--- src/hdl/silc_pkg.sv ---
// Shared types, character codes and sizes for the SQL IN-list collapser.
// Used by silc_step, silc_fifo and sql_in_list_collapser_unit; depends on nothing.
package silc_pkg;

  localparam int NEST_WIDTH_DEF = 8;

  localparam int PATTERN_LEN = 5;
  localparam int PROG_W      = 3;

  localparam logic [7:0] CH_ANY_MARK = 8'h3F;
  localparam logic [7:0] CH_N        = 8'h4E;
  localparam logic [7:0] CH_CLOSE    = 8'h29;
  localparam logic [7:0] CH_OPEN     = 8'h28;
  localparam logic [7:0] CH_SPACE    = 8'h20;
  localparam logic [7:0] CH_I        = 8'h69;
  localparam logic [7:0] CH_LOWER_N  = 8'h6E;

  localparam int FIFO_DEPTH = 4;
  localparam int FIFO_PTR_W = 2;
  localparam int FIFO_CNT_W = 3;

  typedef struct packed {
    logic [7:0] in_char;
    logic       in_last;
  } in_item_t;

  typedef struct packed {
    logic [7:0] out_char;
    logic       out_last;
  } out_item_t;

  // Up to two result characters produced by one input character.
  typedef struct packed {
    logic [1:0] count;
    out_item_t  res0;
    out_item_t  res1;
  } step_out_t;

  // Characters of the pattern " in (" by position.
  function automatic logic [7:0] pattern_char(input logic [PROG_W-1:0] idx);
    logic [7:0] c;
    case (idx)
      3'd0:    c = CH_SPACE;
      3'd1:    c = CH_I;
      3'd2:    c = CH_LOWER_N;
      3'd3:    c = CH_SPACE;
      3'd4:    c = CH_OPEN;
      default: c = CH_SPACE;
    endcase
    return c;
  endfunction

endpackage

--- src/hdl/silc_step.sv ---
// Per-character rewrite step: pattern matcher, list skipping and nesting count.
// Holds the matcher state registers; depends on silc_pkg.
module silc_step #(
  parameter int NEST_WIDTH = silc_pkg::NEST_WIDTH_DEF
) (
  input  logic                 clk,
  input  logic                 rst,
  input  logic                 accept,
  input  silc_pkg::in_item_t   item,
  output silc_pkg::step_out_t  result
);

  logic [silc_pkg::PROG_W-1:0] match_progress, match_progress_next;
  logic                        list_pending, list_pending_next;
  logic                        skipping, skipping_next;
  logic [NEST_WIDTH-1:0]       nest_count, nest_count_next;

  logic [7:0]                  c;
  logic                        last;
  logic [silc_pkg::PROG_W-1:0] p;

  assign c    = item.in_char;
  assign last = item.in_last;

  always_comb begin
    match_progress_next = match_progress;
    list_pending_next   = list_pending;
    skipping_next       = skipping;
    nest_count_next     = nest_count;
    result.count        = 2'd0;
    result.res0         = '{out_char: silc_pkg::CH_N, out_last: 1'b0};
    result.res1         = '{out_char: silc_pkg::CH_CLOSE, out_last: last};
    p                   = match_progress;
    if (p >= silc_pkg::PROG_W'(silc_pkg::PATTERN_LEN)) begin
      p = '0;
    end

    if (skipping) begin
      if (c == silc_pkg::CH_OPEN) begin
        if (!(&nest_count)) begin
          nest_count_next = nest_count + NEST_WIDTH'(1);
        end
      end else if (c == silc_pkg::CH_CLOSE) begin
        if (nest_count == '0) begin
          skipping_next = 1'b0;
          result.count  = 2'd2;
        end else begin
          nest_count_next = nest_count - NEST_WIDTH'(1);
        end
      end
      // A query that ends inside the list still gets its "N)".
      if (last) begin
        result.count = 2'd2;
      end
    end else if (list_pending && c == silc_pkg::CH_ANY_MARK) begin
      list_pending_next = 1'b0;
      skipping_next     = 1'b1;
      nest_count_next   = '0;
      if (last) begin
        result.count = 2'd2;
      end
    end else begin
      list_pending_next = 1'b0;
      result.count      = 2'd1;
      result.res0       = '{out_char: c, out_last: last};
      if (c == silc_pkg::pattern_char(p)) begin
        if (p == silc_pkg::PROG_W'(silc_pkg::PATTERN_LEN - 1)) begin
          list_pending_next   = 1'b1;
          match_progress_next = '0;
        end else begin
          match_progress_next = p + silc_pkg::PROG_W'(1);
        end
      end else begin
        // A mismatching space can still start a new pattern.
        match_progress_next = (c == silc_pkg::CH_SPACE) ? silc_pkg::PROG_W'(1) : '0;
      end
    end

    if (last) begin
      match_progress_next = '0;
      list_pending_next   = 1'b0;
      skipping_next       = 1'b0;
      nest_count_next     = '0;
    end
  end

  always_ff @(posedge clk) begin
    if (rst) begin
      match_progress <= '0;
      list_pending   <= 1'b0;
      skipping       <= 1'b0;
      nest_count     <= '0;
    end else if (accept) begin
      match_progress <= match_progress_next;
      list_pending   <= list_pending_next;
      skipping       <= skipping_next;
      nest_count     <= nest_count_next;
    end
  end

`ifndef SYNTHESIS
  a_progress_range: assert property (@(posedge clk) disable iff (rst)
    match_progress < silc_pkg::PROG_W'(silc_pkg::PATTERN_LEN))
    else $error("match progress out of range");

  a_nest_only_when_skipping: assert property (@(posedge clk) disable iff (rst)
    !skipping |-> nest_count == '0)
    else $error("nesting count held outside a dropped list");

  a_pending_not_skipping: assert property (@(posedge clk) disable iff (rst)
    skipping |-> !list_pending)
    else $error("list pending while skipping");

  a_last_clears_state: assert property (@(posedge clk) disable iff (rst)
    accept && last |=> match_progress == '0 && !list_pending && !skipping
                       && nest_count == '0)
    else $error("state not cleared after final character");
`endif

endmodule

--- src/hdl/silc_fifo.sv ---
// Four-entry result queue that takes up to two results per cycle and gives one.
// Absorbs the two-character "N)" burst; depends on silc_pkg.
module silc_fifo (
  input  logic                 clk,
  input  logic                 rst,
  input  logic                 push,
  input  silc_pkg::step_out_t  step,
  input  logic                 pop,
  output logic                 room,
  output logic                 not_empty,
  output silc_pkg::out_item_t  head
);

  silc_pkg::out_item_t mem [silc_pkg::FIFO_DEPTH];

  logic [silc_pkg::FIFO_PTR_W-1:0] wr_ptr, rd_ptr;
  logic [silc_pkg::FIFO_PTR_W-1:0] wr_ptr_inc;
  logic [silc_pkg::FIFO_CNT_W-1:0] count, count_next;
  logic [1:0]                      wr_count;

  assign wr_count   = push ? step.count : 2'd0;
  assign wr_ptr_inc = wr_ptr + silc_pkg::FIFO_PTR_W'(1);
  assign not_empty  = (count != '0);
  assign head       = mem[rd_ptr];
  // Room for a full burst, decided from registered state only.
  assign room       = (count <= silc_pkg::FIFO_CNT_W'(silc_pkg::FIFO_DEPTH - 2));

  always_comb begin
    count_next = count + silc_pkg::FIFO_CNT_W'(wr_count);
    if (pop) begin
      count_next = count_next - silc_pkg::FIFO_CNT_W'(1);
    end
  end

  always_ff @(posedge clk) begin
    if (wr_count != 2'd0) begin
      mem[wr_ptr] <= step.res0;
    end
    if (wr_count == 2'd2) begin
      mem[wr_ptr_inc] <= step.res1;
    end
  end

  always_ff @(posedge clk) begin
    if (rst) begin
      wr_ptr <= '0;
      rd_ptr <= '0;
      count  <= '0;
    end else begin
      wr_ptr <= wr_ptr + silc_pkg::FIFO_PTR_W'(wr_count);
      if (pop) begin
        rd_ptr <= rd_ptr + silc_pkg::FIFO_PTR_W'(1);
      end
      count <= count_next;
    end
  end

`ifndef SYNTHESIS
  a_count_bound: assert property (@(posedge clk) disable iff (rst)
    count <= silc_pkg::FIFO_CNT_W'(silc_pkg::FIFO_DEPTH))
    else $error("result queue count above depth");

  a_no_overflow: assert property (@(posedge clk) disable iff (rst)
    wr_count != 2'd0 |->
      count <= silc_pkg::FIFO_CNT_W'(silc_pkg::FIFO_DEPTH) - silc_pkg::FIFO_CNT_W'(wr_count))
    else $error("result queue overflow");

  a_no_underflow: assert property (@(posedge clk) disable iff (rst)
    pop |-> not_empty)
    else $error("result queue underflow");

  a_ptr_gap: assert property (@(posedge clk) disable iff (rst)
    wr_ptr - rd_ptr == count[silc_pkg::FIFO_PTR_W-1:0])
    else $error("result queue pointers disagree with count");
`endif

endmodule

--- src/hdl/sql_in_list_collapser_unit.sv ---
// Top level of the SQL IN-list collapser: rewrite step feeding a result queue.
// Depends on silc_pkg, silc_step and silc_fifo.
//
//   channel  direction  handshake            payload
//   in       input      in_valid/in_ready    in_item  (in_char, in_last)
//   out      output     out_valid/out_ready  out_item (out_char, out_last)
//
// One input character is taken per cycle while in_ready is high; its results are written into a
// four-entry queue at the same edge and can leave from the next cycle on.
// A character yields zero, one or two results, so the output side sets the
// sustained rate: one result per cycle leaves the queue while out_ready is high.
// in_ready is low while the queue holds three or more results.
// Reset is synchronous and clears the matcher state and the queue.
module sql_in_list_collapser_unit #(
  parameter int NEST_WIDTH = silc_pkg::NEST_WIDTH_DEF
) (
  input  logic                 clk,
  input  logic                 rst,
  input  logic                 in_valid,
  output logic                 in_ready,
  input  silc_pkg::in_item_t   in_item,
  output logic                 out_valid,
  input  logic                 out_ready,
  output silc_pkg::out_item_t  out_item
);

  logic                accept;
  logic                pop;
  silc_pkg::step_out_t step;

  assign accept = in_valid && in_ready;
  assign pop    = out_valid && out_ready;

  silc_step #(
    .NEST_WIDTH(NEST_WIDTH)
  ) u_step (
    .clk    (clk),
    .rst    (rst),
    .accept (accept),
    .item   (in_item),
    .result (step)
  );

  silc_fifo u_fifo (
    .clk       (clk),
    .rst       (rst),
    .push      (accept),
    .step      (step),
    .pop       (pop),
    .room      (in_ready),
    .not_empty (out_valid),
    .head      (out_item)
  );

endmodule

--- config.mk ---
export PLATFORM = sky130hd
export DESIGN_NAME = sql_in_list_collapser_unit
export DESIGN_NICKNAME = d
export VERILOG_FILES = /design/src/hdl/silc_pkg.sv /design/src/hdl/silc_step.sv /design/src/hdl/silc_fifo.sv /design/src/hdl/sql_in_list_collapser_unit.sv
export SDC_FILE = /design/constraint.sdc
export NUM_CORES = 1
export LEC_CHECK = 0
export BUFFER_PORTS_ARGS = -buffer_cell sky130_fd_sc_hd__buf_2
export CAP_MARGIN = 5
export CELL_PAD_IN_SITES_DETAIL_PLACEMENT = 0
export CELL_PAD_IN_SITES_GLOBAL_PLACEMENT = 1
export CORE_ASPECT_RATIO = 1.2
export CORE_UTILIZATION = 31
export CTS_CLUSTER_DIAMETER = 100
export CTS_CLUSTER_SIZE = 28
export DETAILED_ROUTE_END_ITERATION = 16
export PLACE_DENSITY_LB_ADDON = 0.1
export SLEW_MARGIN = 0
export SYNTH_ARGS = -nofsm -noshare
export SYNTH_HDL_FRONTEND = slang
export SYNTH_SLANG_ARGS = --single-unit
--- constraint.sdc ---
create_clock -name clk -period 3.3 [get_ports clk]
set_input_delay 0.33 -clock clk [delete_from_list [all_inputs] [get_ports clk]]
set_output_delay 0.33 -clock clk [all_outputs]
set_load 0.01 [all_outputs]
; Yosys cells after proc, flatten, opt, wreduce, memory -nomap -nowiden
; Memory sizes are Yosys's and may differ from the RTL's. A register that Yosys moved wholly into a read port is not among the register bits.
; Cells that the tools add are included.
[word_totals]
ff_bits = 20
ram_bits = 36
in_bits = 13
word_cells = 88
mem_count = 1
[mem_list]
columns = name, depth, word_bits, rd, rd_clocked_by_memory_dff, write_ports, line_no
row1 = u_fifo.mem, 4, 9, 1, 1, 2, silc_fifo.sv:14  ; silc_pkg::out_item_t mem [silc_pkg::FIFO_DEPTH];
[classes]
n_addsub = 8
magnitude_cmp = 2
eq_ne = 14
n_mux = 45
n_reduce_logical = 11
[op_table]
columns = cell, n
row1 = two-way mux 8 bit, 9
row2 = equality test 8 x 6 -> 1 bit (second input constant), 4
row3 = two-way mux 3 bit, 7
row4 = one-hot mux 7 bit (3 select lines), 1
row5 = two-way mux 2 bit, 10
row6 = two-way mux 9 bit, 2
row7 = two-way mux 1 bit, 16
row8 = != test 4 bit (second input constant), 3
row9 = adder 8 x 1 -> 8 bit (second input constant), 1
row10 = equality test 8 bit, 1
row11 = logical NOT 8 bit, 1
row12 = AND reduction 8 bit, 1
row13 = subtractor 8 x 1 -> 8 bit (second input constant), 1
row14 = nonzero test 3 bit, 2
row15 = AND reduction 5 bit, 1
row16 = adder 2 x 1 -> 2 bit (second input constant), 2
row17 = != test 2 bit (second input constant), 2
row18 = adder 3 x 1 -> 3 bit (second input constant), 1
row19 = adder 3 x 2 -> 3 bit, 1
row20 = equality test 3 x 1 -> 1 bit (second input constant), 1
row21 = equality test 3 x 2 -> 1 bit (second input constant), 1
row22 = equality test 3 bit (second input constant), 1
row23 = >= comparator 3 bit (second input constant), 1
row24 = less-or-equal comparator 3 x 2 -> 1 bit (second input constant), 1
row25 = 7 further kinds, 9

; Logic depth before layout (Yosys ltp)
; Gate-level depths: netlist of the first run.
[depth]
ltp_word = 11
depth_mapped = 11
depth_no_buf = 10

; Hierarchy
; A second synthesis of the first run with hierarchy kept.
[unflattened]
cells_unflattened = 318
hier_area_um2 = 3656.0
[modules_own_cells]
columns = module, n_inst, cells_each, area_each_um2, seq_area_each_um2
row1 = silc_fifo, 1, 144, 2288.4, 1261.2
row2 = silc_step, 1, 172, 1355.0, 260.2
row3 = sql_in_list_collapser_unit, 1, 2, 12.5, 0.0

; Worst setup path after synthesis of the first run
; OpenSTA, ideal clock, no wires.
[synth_timing]
path_type = input to register
startpoint = input port in_item[4] (netlist bit)
endpoint = register u_step.nest_count[7]
t_arrival_ns = 2.411
t_required_ns = 3.226
setup_slack_ns = 0.814
stages = 10
n_path_buf = 1
path_cell_list = buf_2 nor4b_1 nand2_1 ha_1 a21oi_1 o211ai_1 o41ai_1 xnor2_1 or3b_1 a31oi_1
[synth_between]
elab_chain_len = 4
word_cells_on_any_way = 12
classes_between = 6 x eq/ne / 3 x mux / 3 x reduce/logical
[synth_rtl]
columns = element, line_no
row1 = from (decl), sql_in_list_collapser_unit.sv:21  ; input silc_pkg::in_item_t in_item,
row2 = "equality test 8 x 6 -> 1 bit, on equally long branches", "silc_step.sv:55, silc_step.sv:39"
row3 = logical AND 1 bit or two-way mux 8 bit (tied branches), "silc_step.sv:55, silc_step.sv:39"
row4 = nonzero test 3 bit (no line) or two-way mux 8 bit (tied branches), -
row5 = AND reduction 5 bit (no line) or two-way mux 8 bit (tied branches), -
row6 = to (signal assigned), silc_step.sv:97  ; nest_count <= nest_count_next;
row7 = to (decl), silc_step.sv:16  ; logic [NEST_WIDTH-1:0] nest_count, nest_count_next;
; Parallel ways exist; a longest one is shown, timed or not.
; A chain may end at the register's enable or synchronous reset.

; Final worst setup path of the first run
[layout_timing]
startpoint = register u_step.nest_count[6]
endpoint = register u_fifo.count[1] (netlist bit)
[layout_between]
elab_chain_len = 10
[layout_rtl]
columns = element, line_no
row1 = logical NOT 8 bit (*), silc_step.sv:44  ; if (nest_count == '0) begin
row2 = two-way mux 2 bit (*), silc_step.sv:44
row3 = two-way mux 2 bit (*), silc_step.sv:43  ; end else if (c == silc_pkg::CH_CLOSE) begin
row4 = two-way mux 2 bit (*), silc_step.sv:39  ; if (c == silc_pkg::CH_OPEN) begin
row5 = two-way mux 2 bit (*), silc_step.sv:52  ; if (last) begin
row6 = two-way mux 2 bit (*), silc_step.sv:38  ; if (skipping) begin
row7 = two-way mux 2 bit (*), silc_fifo.sv:21  ; assign wr_count = push ? step.count : 2'd0;
row8 = adder 3 x 2 -> 3 bit (*), silc_fifo.sv:29  ; count_next = count + silc_pkg::FIFO_CNT_W'(wr_count);
row9 = subtractor 3 x 1 -> 3 bit, silc_fifo.sv:31  ; count_next = count_next - silc_pkg::FIFO_CNT_W'(1);
row10 = two-way mux 3 bit (*), silc_fifo.sv:30  ; if (pop) begin
row11 = to (signal assigned), silc_fifo.sv:54  ; count <= count_next;
row12 = to (decl), silc_fifo.sv:18  ; logic [silc_pkg::FIFO_CNT_W-1:0] count, count_next;
; Mark *: on every way between the ends. The rest lies on a longest branch, timed or not.

==> summary.md, run 1 <==
| Metric | Value |
|---|---|
| Sequential share of the synthesized area | ~38% |
| Share of total power in the clock network | about a third |
| Async set-reset flop share out of synthesis | 0% |
| Vias in the first global route | 2454 |
| Multi-input gate area | 1850 sq um |
| GP Congestion | around 0.73 |
| Combinational group share of total power | just over 30% |
| Starting Density | about a third |
| CTS Buf Count | 9 |
| Final min period | 2.60 ns |
| Actual slew at the worst max-slew pin | a little under 0.8 ns |
| Cell Int Power | between 2 and 2.5 mW |
| Worst Hold Depth | 2 |
| # placed instances | about 470 |
| Distinct cells, synth | 63 |
| Power per cell area | slightly above 800 nW/um^2 |
| Max_slew headroom | around 47% |
| Final core utilization | a little under two fifths |
| Hold wc startpoint | rst |
| Sequential cell area | about 1200 sq um |
| Max FO, Critical Path | 6 |
| Cts repair resizes | 0 |
| Clock Skew | roughly 0.0058 ns |
| Largest net degree at the start of global routing | 22 |
| H-tree depth | 3 |
| First-pass GRT wire length | ~13000 microns |
| Post-route setup slack | a little under 0.7 ns |
| Pre-Repair DR Iteration Count | 5 |
| CP max stage delay | approximately 0.48 ns |
| Met2 WL | roughly 4000 microns |
| Min-delay worst type | in2reg |
| DP Worst Slack | ~0.36 ns |
| VDD IR max | ~0.00026 V |
| Mapped Area | ~3200 sq um |
| Bufs and invs on worst path | 1 |
| Drt via density | 5.16 |
| CTS max path bufs | 2 |
| Syn nets | about 370 |
| First-iteration detailed-routing DRC count | 102 |
| Gr usage total | between 10% and 20% |
| Top-Level Pins | 24 |
| Delay-heaviest family, CP | simple AND/OR/NAND/NOR gates |
| Post-CTS Repair Setup Buffers | 0 |
| Antenna cells | 0 |
| Path depth of the worst reg2reg path | 7 |
| Placed inst area | between 3000 and 4000 sq um |
| Share of layout cells above drive strength 1 | between 10% and 20% |
| WP data required | 3.53 ns |
| CTS tree | built |
| Core area | ~10000 sq um |
| CP startpoint kind | flip-flop |
| Leakage | around 1.5 nW |
| Row cnt | 40 |
| Non-filler cells, final | 488 |
| WL met3 | about 190 microns |
| Fmax | a little under 400 MHz |
| Reg2reg end | u_fifo.count[1] |
| RSZ-0062 raised after global routing | no |
| Final count of hold timing violations | 0 |
| Hold Buf Count CTS | 0 |
| PortBufs | 23 |
| Critical Path Sink Type | flip-flop |
| Slowest-stage cell, CP | nor4_1 |
| Period utilization | 78.9% |
| EDFF count, synth | 4 |
| Fin Setup TNS | 0 ns |
| WL per Instance | approximately 16 microns |
| CP Class | reg2reg |
| Fin area | between 3000 and 4000 sq um |
| Top Layer Used | met4 |
| Antenna viol nets, final | 0 |
| Status | complete, no violations |
| Final Max Slew Viols | 0 |
| FF-to-FF setup slack | 0.70 ns |
| Finish-stage setup viols | 0 |
| Reg2reg start | u_step.nest_count[6] |
| Switch share | about a third |
| Placed wire-length estimate | approximately 5700 microns |
| Die W | between 90 and 100 microns |
| Layout area overhead | 15.9% |
| Max Cap Viol | 0 |
| Mean Syn Cell Area | 9.44 sq um |
| Yosys warning count | 0 |
| Latest clock arrival within the worst-skew pair | between 0.3 and 0.4 ns |
| CP cell instances | nor4_1, nand4_1, o22ai_4, fa_1, inv_1, ha_1, a211oi_1 |
| M1 WL | about 3700 microns |
| Synth Register Bits | 58 |
| Residual DRC count | 0 |
| Top FF cell, synth | dfxtp_1 |
| Initial antenna violation count | 0 |
| Syn Inst Count | roughly 340 |
| Routed WL | 8040 microns |
| Net switching power | ~1000 uW |
| Vias post-DR | between 2000 and 3000 |
| Clock sinks | 58 |
| Gr ovfl total | 0 |
| Hold Crit Endpoint | u_step.nest_count[5] |
| Fillers | roughly 1000 |
| Height of the die | between 100 and 150 microns |
| Sequential share of power | a little under two fifths |
| Die area | approximately 11000 sq um |
| Fin nets | a little under 400 |
| Reg clk slew, reported paths | approximately 0.050 ns |
| Root buf cell | clkbuf_16 |
| WP data arrival | 2.83 ns |
[state kept, by name (all words and copies together) (netlist names), named ones only]
name	cells
u_fifo.count	3
u_step.list_pending	1
u_fifo.rd_ptr	2
u_step.skipping	1
u_step.nest_count	8
u_step.match_progress	3
u_fifo.wr_ptr	2
u_fifo.mem	36
[cells in the mapped netlist (2+ instances only)]
cell type,number,area share (%)
mux4_2,9,6.4
nor2_1,23,2.7
o21ai_4,3,1.5
fa_1,2,1.3
inv_1,15,1.8
nor2b_1,4,0.79
a22o_1,2,0.55
buf_6,2,0.71
nand3_1,26,4.1
buf_2,3,0.47
or3_1,4,0.79
nor3_1,8,1.3
and3_1,3,0.59
dfxtp_1,54,34
or2_2,2,0.39
and2_1,3,0.59
nor4b_1,2,0.55
mux2i_1,4,1.3
xor2_1,4,1.1
nand2_1,30,3.5
a21oi_1,11,1.7
o21ai_1,2,0.31
nand2_2,3,0.59
a31oi_1,3,0.59
a22oi_1,4,0.94
xnor2_1,7,1.9
ha_1,13,5.1
nand2b_1,3,0.59
edfxtp_1,4,3.8
o21ai_0,24,3.8
o22ai_1,4,0.79
clkbuf_1,8,0.94
nand4_1,5,0.98
o211ai_1,9,2.1
or3b_1,2,0.55
o21bai_1,2,0.47
a21o_1,3,0.71
nor4_1,2,0.39
[power groups by stage]
| stage | clock network, mW | logic, mW | registers (mW) |
|---|---|---|---|
| floorplan | 0 | 0.751 | 1.06 |
| global route | 1.01 | 1.04 | 1.17 |
| detailed placement | 0 | 0.930 | 1.15 |
| CTS | 0.980 | 0.937 | 1.14 |
| finish | 0.952 | 0.922 | 1.13 |
| global placement | 0 | 0.916 | 1.15 |
[metrics by stage]
| stage | power, mW | hold WS, ns |
|---|---|---|
| 4_1_cts | 3.06 | 0.411 |
| 2_1_floorplan | 1.81 | 0.421 |
| 6_report | 3.00 | 0.415 |
| 3_5_place_dp | 2.08 | 0.450 |
| 5_1_grt | 3.22 | 0.433 |
| 3_3_place_gp | 2.06 | 0.444 |
[worst max path at each step]
| stage | from | to | slack (ns) | cells past startpoint |
|---|---|---|---|---|
| after floorplan | in_item[4] | u_step.nest_count[7] | 0.81 | 10 |
| after global placement | in_item[2] | u_step.nest_count[7] | 0.47 | 10 |
| after detailed placement | in_item[2] | u_step.nest_count[7] | 0.36 | 10 |
| after CTS | u_step.nest_count[6] | u_fifo.count[1] | 0.66 | 7 |
| after global routing | u_step.nest_count[6] | u_fifo.count[1] | 0.51 | 7 |
| final | u_step.nest_count[6] | u_fifo.count[1] | 0.70 | 7 |
[layer usage]
metal | vias to the layer above | track usage [%]
met5 | - | 0
met4 | 0 | 5.96
met3 | 9 | 3.90
met2 | 24 | 27.3
met1 | 1207 | 21.2
li1 | 1279 | -
[cells in the final DEF (no fill, tap or decap), types with 3 or more instances in the layout]
master / Yosys / layout
a21o_1: 3 / 3
a21oi_1: 11 / 11
a22oi_1: 4 / 4
a31oi_1: 3 / 3
and2_1: 3 / 3
and3_1: 3 / 3
buf_2: 3 / 23
clkbuf_16: 0 / 9
clkinv_2: 0 / 3
dfxtp_1: 54 / 54
edfxtp_1: 4 / 4
ha_1: 13 / 13
inv_1: 15 / 15
mux2i_1: 4 / 4
mux4_2: 9 / 9
nand2_1: 30 / 30
nand2_2: 3 / 3
nand2b_1: 3 / 3
nand3_1: 26 / 26
nand4_1: 5 / 5
nor2_1: 23 / 23
nor2b_1: 4 / 4
nor3_1: 8 / 8
o211ai_1: 9 / 9
o21ai_0: 24 / 24
o21ai_4: 3 / 3
o22ai_1: 4 / 4
or3_1: 4 / 4
xnor2_1: 7 / 7
xor2_1: 4 / 4
[cell families after synthesis]
group	Yosys count	synth area share, %
AOI/OAI and AO/OA	81	19.1
xor gates and xnor gates	11	3.03
adders and majority gates	15	6.37
buffers and inverters	30	4.25
DFF	58	37.8
muxes	13	7.63
and+or+nand+nor	129	21.9
[layout make-up]
class                           count  area share, %
Timing Repair Buffer               24           3.32
Sequential cell                    58           32.6
Clock buffer                       11           6.85
Multi-Input combinational cell    249           50.0
Clock inverter                      5           1.42
Inverter                           15           1.53
Tap cell                          126           4.27
(Power assumes the default switching activity.)
==> inputs of run 2 (changes only) <==
Clock period 3.3 ns to 2.6 ns, I/O delays scaled along.
==> run 2 against run 1 <==
Power up 26%. First-iteration DRC count fell by 25%. Combinational power increased by 37%. Critical path type is now in2reg. Highest routed layer unchanged.
==> summary.md, run 2 (synthesis results as in run 1) <==
| Metric | Value |
|---|---|
| Status | complete, no violations |
| Top Layer Used | met4 |
| Total chip power | 3.78 mW (+26%) |
| PortBufs | 23 (unchanged) |
| CP Launch Point | in_item[1] |
| Gr usage total | 16.6% (-0.028 points) |
| Top-Level Pins | 24 (unchanged) |
| Vias post-DR | 2603 (+3.3%) |
| Power per cell area | 979 nW/um^2 (+20%) |
| Critical Path Sink Type | flip-flop |
| GP Congestion | 0.692 (-4.8%) |
| WP data arrival | 2.56 ns (-0.27 ns) |
| CP Class | in2reg |
| First-iteration detailed-routing DRC count | 77 (-25%) |
| CTS Buf Count | 9 (unchanged) |
| Clock Skew | 0.00732 ns (+0.00157 ns) |
| Max FO, Critical Path | 6 (unchanged) |
| WL met3 | 190 microns (+0.53%) |
| Antenna viol nets, final | 0 (unchanged) |
| Height of the die | 113 microns (unchanged) |
| CTS max path bufs | 2 (unchanged) |
| CP max stage delay | 0.36 ns (-0.12 ns) |
| Fillers | 1056 (+3.0%) |
| Max_slew headroom | 47.5% (+0.48 points) |
| Cts repair resizes | 0 (unchanged) |
| CP startpoint kind | primary input |
| Commonest non-fill, non-tap cell in the layout | dfxtp_1 |
| Residual DRC count | 0 (unchanged) |
| Gr ovfl total | 0 (unchanged) |
| WP data required | 2.85 ns (-0.68 ns) |
| Period utilization | 88.9% |
| Max Cap Viol | 0 (unchanged) |
| Hold wc startpoint | in_item[8] |
| Row cnt | 40 (unchanged) |
| Hold Buf Count CTS | 0 (unchanged) |
| VDD IR max | 0.000283 V (+8.2%) |
| M1 WL | 3570 microns (-4.1%) |
| Largest net degree at the start of global routing | 22 (unchanged) |
| Top reg by flops | u_fifo.mem |
| Latest clock arrival within the worst-skew pair | 0.33 ns (about the same) |
| Non-filler cells, final | 512 (+4.9%) |
| Layout area overhead | 21.2% |
| Post-CTS Repair Setup Buffers | 0 (unchanged) |
| Final count of hold timing violations | 0 (unchanged) |
| Core area | 10000 sq um (unchanged) |
| Vias in the first global route | 2550 (+3.9%) |
| Drt via density | 5.08 (-1.5%) |
| CTS tree | built |
| First-pass GRT wire length | 13200 microns (-0.36%) |
| Met2 WL | 4000 microns (-0.60%) |
| Clock sinks | 58 (unchanged) |
| Pre-Repair DR Iteration Count | 4 (-1) |
| # placed instances | 496 (+5.1%) |
| Slowest-stage cell, CP | or3b_1 |
| Share of layout cells above drive strength 1 | 23.8% (+5.0 points) |
| Reg clk slew, reported paths | 0.05 ns (about the same) |
| Largest regs | u_fifo.mem: 36 flops, u_step.nest_count: 8 flops |
| Starting Density | 31.8% (unchanged) |
| Fin Setup TNS | 0 ns (unchanged) |
| Finish-stage setup viols | 0 (unchanged) |
| Die W | 94.5 microns (unchanged) |
| Fin nets | 409 (+6.2%) |
| H-tree depth | 3 (unchanged) |
| Min-delay worst type | in2reg |
| Initial antenna violation count | 0 (unchanged) |
| Max reg flops | 36 (unchanged) |
| WL per Instance | 15.5 microns (-6.2%) |
| Fmax | between 400 and 500 MHz |
| Actual slew at the worst max-slew pin | 0.788 ns (-0.00714 ns) |
| CP cell instances | buf_2, nor4b_1, nand2_1, ha_1, a21oi_1, o211ai_1, o41ai_1, xnor2_1, or3b_1, a31oi_1 |
| Most frequent cells in the layout | dfxtp_1 (54), nand2_1 (30), nand3_1 (26) |
| Root buf cell | clkbuf_16 |
| RSZ-0062 raised after global routing | no |
| Reg2reg start | u_step.nest_count[3] |
| Leakage | 1.61 nW (+6.8%) |
| Antenna cells | 0 (unchanged) |
| Placed wire-length estimate | 5990 microns (+5.4%) |
| Final min period | around 2.3 ns |
| Routed WL | 7910 microns (-1.6%) |
| Die area | 10700 sq um (unchanged) |
| Final Max Slew Viols | 0 (unchanged) |
run 2: cell count changes in the layout (fill, tap and decap cells not counted), sizes merged:
cell / delta
bufinv: -1
clkinvlp: +1
clkinv: -1
buf: +24
clkbuf: +1
run 2: routing by layer:
metal	vias up	global-route usage [%]
met5	-	0
met4	0	6.87
met3	13	4.57
met2	23	28.4
met1	1239	19.4
li1	1328	-
run 2: final timing paths:
check / to / slack, ns / cells after the start
hold reg to reg: u_fifo.mem[3][4] / 0.45 / 1
setup / recovery: u_step.nest_count[7] / 0.29 / 10
setup reg to reg: u_fifo.count[1] / 0.34 / 7
hold / removal: u_fifo.mem[0][8] / 0.34 / 3
run 2: worst max-delay path: cells and delay by family:
kind | cells | cell delay [ns]
and+or+nand+nor | 3 | 0.90
adders and majority gates | 1 | 0.33
xor gates and xnor gates | 1 | 0.14
buffers and inverters | 1 | 0.11
AOI/OAI and AO/OA | 4 | 0.83
run 2: power breakdown:
part | internal [mW] | switching (mW)
Sequential | 1.22 | 0.173
Combinational | 0.603 | 0.660
Clock | 0.718 | 0.406
run 2: layout make-up:
type                            instances  area, sq um  share of cell area, %
Tap cell                              126          158                   4.09
Timing Repair Buffer                   48          303                   7.85
Multi-Input combinational cell        249         1850                   47.9
Clock inverter                          4         25.0                  0.649
Clock buffer                           12          267                   6.91
Inverter                               15         56.3                   1.46
Sequential cell                        58         1200                   31.2
run 2: per-stage QoR:
stage	setup WS [ns]	area [sq um]	utilization [%]	hold WS (ns)
2_1_floorplan	0.184	3180	-	0.421
3_3_place_gp	-0.0142	3560	35.6	0.443
3_5_place_dp	-0.0918	3560	35.6	0.442
4_1_cts	0.233	3850	38.5	0.326
5_1_grt	0.0719	3850	38.5	0.345
6_report	0.289	3850	38.5	0.343
